--- src/rtl/core/bmrc_div.sv ---
// Iterative 32-bit unsigned restoring divider, one quotient bit per cycle.
// Depends on nothing; used by the core for div and divi.
`default_nettype none
module bmrc_div (
    input  wire logic        i_clk,
    input  wire logic        i_rst_n,
    input  wire logic        i_start,
    input  wire logic [31:0] i_dividend,
    input  wire logic [31:0] i_divisor,
    output logic             o_done,
    output logic [31:0]      o_quotient
);
    logic [32:0] r_rem;
    logic [31:0] r_quo;
    logic [31:0] r_dvs;
    logic [5:0]  r_cnt;
    logic        r_busy;
    logic [32:0] rem_sh;
    logic [32:0] rem_sub;

    assign rem_sh  = {r_rem[31:0], r_quo[31]};
    assign rem_sub = rem_sh - {1'b0, r_dvs};

    always_ff @(posedge i_clk) begin
        if (!i_rst_n) begin
            r_busy <= 1'b0;
            r_cnt  <= '0;
            o_done <= 1'b0;
        end else begin
            o_done <= 1'b0;
            if (i_start) begin
                r_busy <= 1'b1;
                r_cnt  <= '0;
                r_rem  <= '0;
                r_quo  <= i_dividend;
                r_dvs  <= i_divisor;
            end else if (r_busy) begin
                if (!rem_sub[32]) begin
                    r_rem <= rem_sub;
                    r_quo <= {r_quo[30:0], 1'b1};
                end else begin
                    r_rem <= rem_sh;
                    r_quo <= {r_quo[30:0], 1'b0};
                end
                r_cnt <= r_cnt + 6'd1;
                if (r_cnt == 6'd31) begin
                    r_busy <= 1'b0;
                    o_done <= 1'b1;
                end
            end
        end
    end

    assign o_quotient = r_quo;
endmodule
`default_nettype wire

--- config.mk ---
export PLATFORM = sky130hd
export DESIGN_NAME = bmrc_div
export DESIGN_NICKNAME = d
export VERILOG_FILES = /design/src/rtl/core/bmrc_div.sv
export SDC_FILE = /design/constraint.sdc
export NUM_CORES = 1
export LEC_CHECK = 0
export BUFFER_PORTS_ARGS = -buffer_cell sky130_fd_sc_hd__buf_2
export CAP_MARGIN = 15
export CORE_MARGIN = 10
export CORE_UTILIZATION = 61
export CTS_CLUSTER_SIZE = 28
export DETAILED_ROUTE_END_ITERATION = 10
export PLACE_DENSITY = 0.91
export SETUP_SLACK_MARGIN = 0.5
export SLEW_MARGIN = 20
export SYNTH_ARGS = -nofsm -noshare
export SYNTH_HDL_FRONTEND = slang
export SYNTH_SLANG_ARGS = --single-unit
--- constraint.sdc ---
create_clock -name i_clk -period 9.2 [get_ports i_clk]
set_clock_uncertainty 0.2 [all_clocks]
set_input_delay 0 -clock i_clk [delete_from_list [all_inputs] [get_ports i_clk]]
set_output_delay 0 -clock i_clk [all_outputs]
set_load 0.1 [all_outputs]
After elaboration in Yosys (flattened, before gate mapping)
Index checks and enable logic that the tools add are counted.
W data, S select, Z words.
{ "word_totals": {"register_bits": 104, "latchBits": 0, "mem_bits_rw": 0, "romBits": 0, "inputBits": 67, "out_inout_bits": 33, "word_cells": 25, "memories": 0} }
{ "op_classes": {"add_sub_neg": 2, "mul": 0, "div_mod_pow": 0, "magnitude_cmp": 0, "n_eq_ne": 1, "shifts": 0, "muxes": 9, "bitwise_logic": 2, "n_reduce_logical": 5} }
{ "ops": {"columns": ["operator", "n"], "rows": [
  ["$mux W32", 4],
  ["$sub A33 B32 Y33", 1],
  ["$add A6 B1 Y6 const B", 1],
  ["$eq A6 B5 Y1 const B", 1],
  ["$mux W1", 5],
  ["$reduce_and A2 Y1", 2],
  ["$reduce_or A3 Y1", 1],
  ["$not A1 Y1", 2],
  ["$reduce_bool A2 Y1", 1],
  ["$reduce_or A2 Y1", 1]
]} }

Logic depth before layout (Yosys ltp)
Gate-level depths: netlist (run 1).
{ "logic_depth": {"ltp_word": 4, "mapped_depth": 14} }

Worst setup path before layout (run 1)
OpenSTA, ideal clock, no wires.
{ "synth_path": {"kind": "register -> register", "startpoint": "register r_quo[31] (netlist: o_quotient[31])", "endpoint": "register r_rem[5], data pin", "arrival_ps": 3335, "t_required_ps": 8734, "setup_slack_ps": 5399, "path_stages_with_launch": 15, "synth_period_minus_slack_ps": 3801, "path_cell_list": "edfxtp_1 inv_1 ha_1 fa_1 nor2b_1 o31ai_1 a21oi_2 o22ai_2 a211oi_2 o21ai_1 a211o_1 buf_4 buf_6 mux2i_1 nor2_1"} }
{ "synth_via": {"elab_chain_len": 3} }
{ "synth_rtl": {"columns": ["item", "line_no", "text"], "rows": [
  ["from (decl)", "14", "logic [31:0] r_quo;"],
  ["from (signal assigned)", "35", "r_quo <= i_dividend;"],
  ["from (signal assigned)", "40", "r_quo <= {r_quo[30:0], 1'b1};"],
  ["from (signal assigned)", "43", "r_quo <= {r_quo[30:0], 1'b0};"],
  ["$sub A33 B32 Y33", "22", "assign rem_sub = rem_sh - {1'b0, r_dvs};"],
  ["$mux W32", "38", "if (!rem_sub[32]) begin"],
  ["$mux W32", "37", "end else if (r_busy) begin"],
  ["to (signal assigned)", "39", "r_rem <= rem_sub;"],
  ["to (signal assigned)", "42", "r_rem <= rem_sh;"],
  ["to (decl)", "13", "logic [32:0] r_rem;"]
]} }
Every way passes these cells. The select of a mux whose other input is x is not followed.
A chain may end at the register's enable or synchronous reset.

Worst setup path after layout (run 1)
{ "layout_path": {"startpoint": "register r_quo[31] (netlist: o_quotient[31])", "endpoint": "register r_rem[15], data pin"} }
Same word-level chain as after synthesis.

==> flow_summary.yaml, run 1 <==
power:
  power_density_nw_per_um2: 177
  pwr-share-clk_pct: 21.7
  vdd_drop_max_uv: 144
  p_leak_uw: 0.00315
  switching_power_uw: 467
  switching_share_pct: 35.8
  internal_power_uw: 837
  power_frac_comb_pct: 33.3
  sequentialPowerShare_pct: 45.0
global_route:
  grt_max_degree: 69
  grt_pass1_vias: 5159
  grt.total_usage_pct: 23.3
  grt_pass1_wl_um: 26800
  grt_overflow: 0
  antenna_found_initial: 0
clocking:
  htreeDepth: 3
  ctsRootBufferMaster: "clkbuf_8"
  clk_pin_slew_ns: 0.11
  clock-sinks: 104
  post_cts_buffers: 0
  cts_tree: "built"
  cts.path.max_buffers: 2
  hold_buffers: 65
  ctsResizeCount: 0
  cts_buffers: 9
  insertion_delay_ns: 0.39
die:
  coreArea_um2: 9330
  die_w_um: 118
  initial_utilization_pct: 63.4
  die_y_um: 118
  die-area_um2: 14000
  pin_count: 100
  rows: 35
placement:
  dp_cells: 736
  hpwl_um: 10200
  postPlaceCellArea_um2: 6520
  numPortBuffers: 99
  pre_cts_slack_ns: 5.18
  place_congestion: 0.938
synthesis:
  synth_flop_cell: "edfxtp_1"
  synthMuxAreaShare_pct: 10.6
  synth_compound_area_share_pct: 12.0
  synth_fp_nets: 622
  synth_top_cell_area_share_pct: 48.8
  synth.cell_area_um2: 5910
  syn_area_per_cell_um2: 11.3
  synthSimpleGateAreaFrac_pct: 10.2
  synthXorXnorAreaFrac_pct: 4.44
  synth_edf_count: 96
  synthTopCellsByCount: "edfxtp_1, nor2_1, inv_1, a21oi_1, ha_1"
  syn_inst: 521
  synth.distinct_cells: 56
  ys_seq_elements: 104
  synth.most_common_cell: "edfxtp_1"
  yosysWarnings: 0
  synth_seq_area_share_pct: 51.5
  yosysTopAreaCell: "edfxtp_1"
  synthArstFlopShare_pct: 0
  synthTopCellsByArea: "edfxtp_1, ha_1, mux2_2"
  yosys.area_share.adder_pct: 7.32
  synth_top_family_by_area: "compound AO/OA/AOI/OAI gates"
routing:
  remaining_drc_errors: 0
  vias: 4916
  drt-initial-drc-count: 420
  wl_per_cell_um: 20.1
  drt_wl_total_um: 16400
  vias_per_cell: 6.02
  ant_nets: 0
  firstDrtPassIters: 5
timing:
  worst_slack_ns: 4.99
  period_share_pct: 45.8
  max_freq_mhz: 237
  setup_viol: 0
  fin_setup_tns_ns: 0
  rsz0062_at_grt: "false"
  fin_crit_ns: 4.21
  slew_headroom_pct: 39.6
  worstMarginPinSlew_ns: 0.905
  slew_violations: 0
  hold_violations: 0
cells_and_area:
  stdcell_count: 817
  final_cell_area_um2: 7350
  multi_input_area_um2: 2640
  fin_nets: 784
  fill_cells: 498
  diodes: 0
  drive_gt1_share_pct: 23.4
  register_area_um2: 3040
  syn_to_final_growth_pct: 24.4
setup_path:
  end_kind: "flop"
  ff2ff_setup_slack_ns: 4.99
  worstPathMaxFanout: 21
  crit_start: "o_quotient[31]$_DFFE_PP_"
  cp_data_arrival_time_ns: 4.12
  start_kind: "flop"
  r2r-start: "o_quotient[31]$_DFFE_PP_"
  endpoint: "r_rem[15]$_SDFFCE_PP0P_"
  r2r-end: "r_rem[15]$_SDFFCE_PP0P_"
  crit_type: "reg -> reg"
  required_ns: 9.11
  rr_worst_depth: 13
outcome:
  status: "completed"
hold_path:
  hold_path_class: "in -> reg"
run:
  drv_cap: 0
-- power by group through the flow --
stage | combinational [uW] | sequential (uW) | clock (uW)
global placement | 379 | 591 | 0
finish | 434 | 587 | 283
CTS | 419 | 584 | 281
detailed placement | 395 | 593 | 0
floorplan | 256 | 653 | 0
global route | 470 | 590 | 303
-- metal layers --
metal | track usage (%) | up-vias | part of all wire, %
li1 | - | 2226 | -
met1 | 28.1 | 2335 | 40
met2 | 39.3 | 323 | 49
met3 | 7.23 | 32 | 9.4
met4 | 7.10 | 0 | 2.0
met5 | 0 | - | 0
-- cell type report --
| cell class | count | area share, % |
|---|---|---|
| clock buffer | 9 | 1.68 |
| clock inverter | 7 | 0.868 |
| inverter | 39 | 1.99 |
| multi-input combinational | 361 | 35.9 |
| sequential | 104 | 41.4 |
| tap | 129 | 2.19 |
| timing repair buffer | 168 | 16.0 |
-- layout by cell type, fill, tap and decap left out, types with 3 or more instances in the layout --
cell type       n
buf_2          99
nor2b_1         8
a31oi_1         3
xnor2_1        16
dfxtp_1         8
inv_1          39
a211oi_1        3
a21o_1         11
dlygate4sd3_1  65
o21ai_1         4
edfxtp_1       96
buf_4           4
clkbuf_8        9
nor3_1          6
nand3_1         5
or2_2           4
a211o_1         3
and3_1          5
inv_8           3
nand4_1         7
a21oi_1        34
ha_1           33
xor2_1         14
o211ai_1        3
o2111ai_1       3
nand2_1        32
nor2_1         49
mux2_2         31
clkinv_4        3
mux2i_1        28
o21a_1          6
o21ai_0        16
-- per-stage QoR --
step / power, uW / util (%) / hold WS, ns
after CTS: 1280 / 78.8 / 0.105
after detailed placement: 988 / 69.9 / -0.0219
after floorplan: 909 / - / -0.101
after global routing: 1360 / 78.8 / 0.117
final: 1300 / 78.8 / 0.115
after global placement: 970 / 69.9 / -0.0222
-- registers in the layout, summed over array words and instances, names as in the netlist --
register,flops
r_busy,1
o_done,1
r_dvs,32
o_quotient,32
r_rem,32
r_cnt,6
-- logic make-up (layout without fill, tap and decap cells) --
kind of cell,after synthesis,after routing
compound gates,108,108
xor+xnor,30,30
fa+ha+maj,34,34
buf+inv,56,223
flops,104,104
mux,59,59
simple gates,130,130
-- critical path, cell delays in order (launching register included) --
cell and delay [ns]:
edfxtp_1 0.43, inv_1 0.07, ha_1 0.23, fa_1 0.42
nor2b_1 0.22, o31ai_1 0.16, a21oi_2 0.23, o22a_1 0.17
o21ai_0 0.09, a211oi_1 0.23, a211o_1 0.74, buf_4 0.43
mux2i_1 0.25, nor2_1 0.05
-- worst min-delay path by stage --
stage	startpoint	endpoint	depth (start not counted)	slack, ns
global placement	i_divisor[8]	r_dvs[8]$_DFFE_PP_	1	-0.02
finish	i_divisor[10]	r_dvs[10]$_DFFE_PP_	2	0.12
floorplan	i_divisor[0]	r_dvs[0]$_DFFE_PP_	0	-0.10
global route	i_divisor[5]	r_dvs[5]$_DFFE_PP_	2	0.12
CTS	i_divisor[18]	r_dvs[18]$_DFFE_PP_	2	0.10
detailed placement	i_divisor[14]	r_dvs[14]$_DFFE_PP_	1	-0.02
(Power assumes the default switching activity.)
==> run 2: changes to the inputs <==
--- a/config.mk
+++ b/config.mk
@@ -8,10 +8,10 @@
 export BUFFER_PORTS_ARGS = -buffer_cell sky130_fd_sc_hd__buf_2
 export CAP_MARGIN = 15
 export CORE_MARGIN = 10
-export CORE_UTILIZATION = 61
+export CORE_UTILIZATION = 51
 export CTS_CLUSTER_SIZE = 28
 export DETAILED_ROUTE_END_ITERATION = 10
-export PLACE_DENSITY = 0.91
+export PLACE_DENSITY = 0.81
 export SETUP_SLACK_MARGIN = 0.5
 export SLEW_MARGIN = 20
 export SYNTH_ARGS = -nofsm -noshare
==> constraint.sdc (replaced) <==
create_clock -name i_clk -period 3.6 [get_ports i_clk]
set_clock_uncertainty 0.2 [all_clocks]
set_input_delay 0 -clock i_clk [delete_from_list [all_inputs] [get_ports i_clk]]
set_output_delay 0 -clock i_clk [all_outputs]
set_load 0.1 [all_outputs]
==> flow_summary.yaml, run 2 (synthesized netlist as in run 1, its figures left out) <==
outcome:
  status: "completed"
die:
  rows: 39
  coreArea_um2: 11400
  die_y_um: 128
  die_w_um: 128
  initial_utilization_pct: 52.0
  pin_count: 100
  die-area_um2: 16300
setup_path:
  r2r-start: "r_dvs[0]$_DFFE_PP_"
  r2r-end: "r_rem[18]$_SDFFCE_PP0P_"
  max_stage_delay_ns: 0.38
  path_cells: "ha_2, fa_2, nor2b_4, o31ai_4, a21oi_2, o22ai_2, a211oi_2, o21ai_1, a211o_2, buf_12, or3_1, a21oi_1"
  end_kind: "flop"
  ff2ff_setup_slack_ns: 0.36
  crit_type: "reg -> reg"
  crit_slowest_cell: "edfxtp_1"
  start_kind: "flop"
  worstPathMaxFanout: 11
  crit_start: "r_dvs[0]$_DFFE_PP_"
  cp_data_arrival_time_ns: 3.23
  rr_worst_depth: 12
  required_ns: 3.59
power:
  vdd_drop_max_uv: 387
  p_leak_uw: 0.00336
  power_density_nw_per_um2: 486
  power.total_uw: 3830
timing:
  setup_viol: 0
  hold_violations: 0
  hold_slack_ns: 0.0733
  period_share_pct: 89.9
  worst_slack_ns: 0.363
  fin_crit_ns: 3.24
  max_freq_mhz: 309
  slew_violations: 0
  rsz0062_at_grt: "true"
  worstMarginPinSlew_ns: 0.731
  slew_headroom_pct: 51.3
cells_and_area:
  fill_cells: 785
  register_area_um2: 3040
  utilization_pct: 69.4
  drive_gt1_share_pct: 28.0
  diodes: 0
  fin_nets: 803
  syn_to_final_growth_pct: 33.5
  final_cell_mix: "buf_2, edfxtp_1, dlygate4sd3_1"
  stdcell_count: 850
  final_common_cell: "buf_2"
  multi_input_area_um2: 2750
placement:
  hpwl_um: 9780
  dp_cells: 751
  place_congestion: 0.893
  pre_cts_slack_ns: 0.288
  numPortBuffers: 99
routing:
  remaining_drc_errors: 0
  firstDrtPassIters: 5
  drt_wl_total_um: 15000
  drt-initial-drc-count: 287
  vias: 4710
  vias_per_cell: 5.54
  wl_per_cell_um: 17.6
  ant_nets: 0
clocking:
  cts.path.max_buffers: 2
  cts_tree: "built"
  htreeDepth: 3
  clock-sinks: 104
  ctsRootBufferMaster: "clkbuf_16"
  cts_buffers: 9
  insertion_delay_ns: 0.35
  clk_pin_slew_ns: 0.07
run:
  drv_cap: 0
global_route:
  grt_max_degree: 40
  antenna_found_initial: 1
  grt_pass1_wl_um: 24100
  grt_overflow: 0
  grt.total_usage_pct: 18.1
  grt_pass1_vias: 4937
hold_path:
  min_to: "r_rem[10]$_SDFFCE_PP0P_"
  hold_depth: 2
  hold_path_class: "in -> reg"
  min_from: "i_start"
==> run 2: changes by cell type in the layout (fill, tap and decap cells not counted), moves of 3 or more <==
cell,change
buf_4,+10
clkbuf_16,+9
clkbuf_8,-9
buf_12,+5
ha_1,-5
buf_16,+3
ha_2,+3
mux2i_1,-3
mux2i_2,+3
==> run 2: critical path, delay by kind of cell, from the launching register on <==
| kind | cells | cell delay, ns |
|---|---|---|
| AOI/OAI and AO/OA | 7 | 1.26 |
| adders and majority gates | 2 | 0.58 |
| buffers and inverters | 1 | 0.17 |
| DFF | 1 | 0.38 |
| and+or+nand+nor | 2 | 0.48 |
==> run 2: final cells by class <==
type,count,share of cell area [%]
inverters,39,1.86
multi-input cells,361,34.9
flip-flops and latches,104,38.6
clock inverters,7,1.28
clock buffers,9,2.85
repair buffers,187,18.3
well taps,143,2.27
==> run 2: power by group <==
part | switching (uW) | leakage, uW | total, uW | internal [uW]
registers | 50.9 | 0.000983 | 1490 | 1440
logic | 706 | 0.00222 | 1260 | 550
clock network | 462 | 0.000160 | 1080 | 619
==> run 2: metal layers <==
metal / GRT usage (%) / wire length [um]
met3: 7.15 / 1290
met1: 20.2 / 6010
met4: 5.23 / 245
met2: 31.4 / 7420
met5: 0 / 0
==> run 2: worst max path at each step <==
stage	cells after the start	endpoint
CTS	12	r_rem[18]$_SDFFCE_PP0P_
detailed placement	13	r_rem[26]$_SDFFCE_PP0P_
finish	12	r_rem[18]$_SDFFCE_PP0P_
global placement	13	r_rem[18]$_SDFFCE_PP0P_
global route	13	r_rem[18]$_SDFFCE_PP0P_
floorplan	14	r_rem[5]$_SDFFCE_PP0P_
==> run 2: through the flow <==
stage	TNS [ns]	cell area (um2)
floorplan	-2.08	5930
global placement	0	6580
detailed placement	0	6580
CTS	0	7810
global route	0	7890
finish	0	7890
==> run 2: timing repair <==
action / CTS / global route
hold buffers: 65 / 0
resized for setup: 21 / 7
gates cloned: 3 / 0
pin swaps: 6 / 2
endpoints found under the setup margin: 32 / 33
buffers inserted: 9 / 6
endpoints found under the hold margin: 71 / 0
==> run 3: changes to the inputs <==
--- a/config.mk
+++ b/config.mk
@@ -12,6 +12,7 @@
 export CTS_CLUSTER_SIZE = 28
 export DETAILED_ROUTE_END_ITERATION = 10
 export PLACE_DENSITY = 0.81
+export REMOVE_ABC_BUFFERS = 1
 export SETUP_SLACK_MARGIN = 0.5
 export SLEW_MARGIN = 20
 export SYNTH_ARGS = -nofsm -noshare
==> flow_summary.yaml, run 3 (synthesized netlist as in run 1, its figures left out) <==
routing:
  ant_nets: 0
  drt_wl_total_um: 15700
  wl_met3_um: 1350
  remaining_drc_errors: 0
  firstDrtPassIters: 5
  top_layer_used: "met4"
  vias: 4819
  met1_length_um: 6170
  wl_per_cell_um: 18.4
  drt-initial-drc-count: 367
  vias_per_cell: 5.66
  wl_met2_um: 7760
setup_path:
  required_ns: 3.60
  ff2ff_setup_slack_ns: 0.26
  end_kind: "flop"
  worstPathMaxFanout: 8
  start_kind: "flop"
  cp_data_arrival_time_ns: 3.34
  crit_type: "reg -> reg"
global_route:
  grt_max_degree: 67
  grt_pass1_wl_um: 25300
  grt_pass1_vias: 5131
  grt.total_usage_pct: 19.0
  grt_overflow: 0
  antenna_found_initial: 0
placement:
  hpwl_um: 9510
  postPlaceCellArea_um2: 6580
  place_congestion: 0.939
  numPortBuffers: 99
cells_and_area:
  utilization_pct: 69.0
  final_cell_area_um2: 7850
  final_cell_mix: "buf_2, edfxtp_1, dlygate4sd3_1"
  fill_cells: 734
  fin_nets: 804
  diodes: 0
  final_common_cell: "buf_2"
  drive_gt1_share_pct: 28.0
  syn_to_final_growth_pct: 32.8
power:
  p_leak_uw: 0.00335
  internal_power_uw: 2530
  vdd_drop_max_uv: 348
  pwr-share-clk_pct: 26.6
  switching_share_pct: 32.7
  power.total_uw: 3760
  power_frac_comb_pct: 33.7
  sequentialPowerShare_pct: 39.8
  power_density_nw_per_um2: 479
  switching_power_uw: 1230
timing:
  fin_crit_ns: 3.34
  rsz0062_at_grt: "true"
  hold_violations: 0
  max_freq_mhz: 299
  slew_headroom_pct: 47.1
  setup_viol: 0
  hold_slack_ns: 0.157
  slew_violations: 0
  period_share_pct: 92.8
  fin_setup_tns_ns: 0
  worstMarginPinSlew_ns: 0.793
clocking:
  htreeDepth: 3
  clock-sinks: 104
  cts_buffers: 9
  cts.path.max_buffers: 2
  cts_tree: "built"
  clk_pin_slew_ns: 0.07
  ctsRootBufferMaster: "clkbuf_16"
  insertion_delay_ns: 0.36
die:
  initial_utilization_pct: 52.0
  coreArea_um2: 11400
  rows: 39
  die-area_um2: 16300
  die_w_um: 128
  pin_count: 100
  die_y_um: 128
run:
  drv_cap: 0
outcome:
  status: "completed"
hold_path:
  hold_path_class: "in -> reg"
==> run 3: cell types whose count changed in the layout (fill, tap and decap cells not counted), sizes merged <==
cell and delta:
clkbuf +2, inv -1, clkinv +1, bufinv -1
==> run 3: path summary, 6_finish.rpt <==
kind	start	end	cells past startpoint
setup reg to reg	r_rem[25]$_SDFFCE_PP0P_	r_rem[28]$_SDFFCE_PP0P_	12
hold reg to reg	r_cnt[5]$_SDFFE_PP0P_	o_done$_SDFF_PP0_	1
hold / removal	i_divisor[23]	r_dvs[23]$_DFFE_PP_	2
setup / recovery	r_rem[25]$_SDFFCE_PP0P_	r_rem[28]$_SDFFCE_PP0P_	12
==> run 3: routing by layer <==
| layer | GRT usage, % | up-vias |
|---|---|---|
| met2 | 32.8 | 210 |
| met4 | 5.83 | 0 |
| li1 | - | 2269 |
| met5 | 0 | - |
| met3 | 7.03 | 35 |
| met1 | 21.3 | 2305 |
==> run 3: layout make-up <==
cell class	instances	area (um2)	area share, %
clock buffers	10	229	2.92
repair buffers	188	1430	18.2
inverters	39	146	1.86
clock inverters	6	67.6	0.861
well taps	143	179	2.28
flip-flops and latches	104	3040	38.8
multi-input cells	361	2760	35.1
==> run 3: what timing repair did <==
action                                  4_1_cts  5_1_grt
buffers inserted                             13        1
hold endpoints to repair                     71        0
endpoints found under the setup margin       33       33
hold buffers                                 65        0
gates cloned                                  2        1
gates resized for setup                      20        9
pin swaps                                    11        7
==> run 3: per-stage QoR <==
stage | worst slack, ns | cells
after global routing | 0.115 | 851
after global placement | 0.276 | 753
after floorplan | -0.698 | 504
final | 0.258 | 851
after detailed placement | 0.102 | 753
after CTS | 0.295 | 849
==> run 3: worst max-delay path, stage by stage, from the launching register on <==
cell      delay, ns
edfxtp_1       0.43
ha_1           0.43
a21oi_2        0.27
a21boi_1       0.13
o41ai_1        0.35
o21ai_1        0.15
a21oi_1        0.14
nor2b_1        0.07
a211o_4        0.37
buf_6          0.15
buf_16         0.13
nand4b_1       0.19
a21oi_2        0.18
==> run 3: power groups by stage <==
stage	clock [uW]	sequential (uW)	combinational [uW]
6_report	998	1490	1260
5_1_grt	1050	1500	1360
4_1_cts	1000	1490	1200
3_5_place_dp	0	1510	1030
3_3_place_gp	0	1510	996
2_1_floorplan	0	1670	631
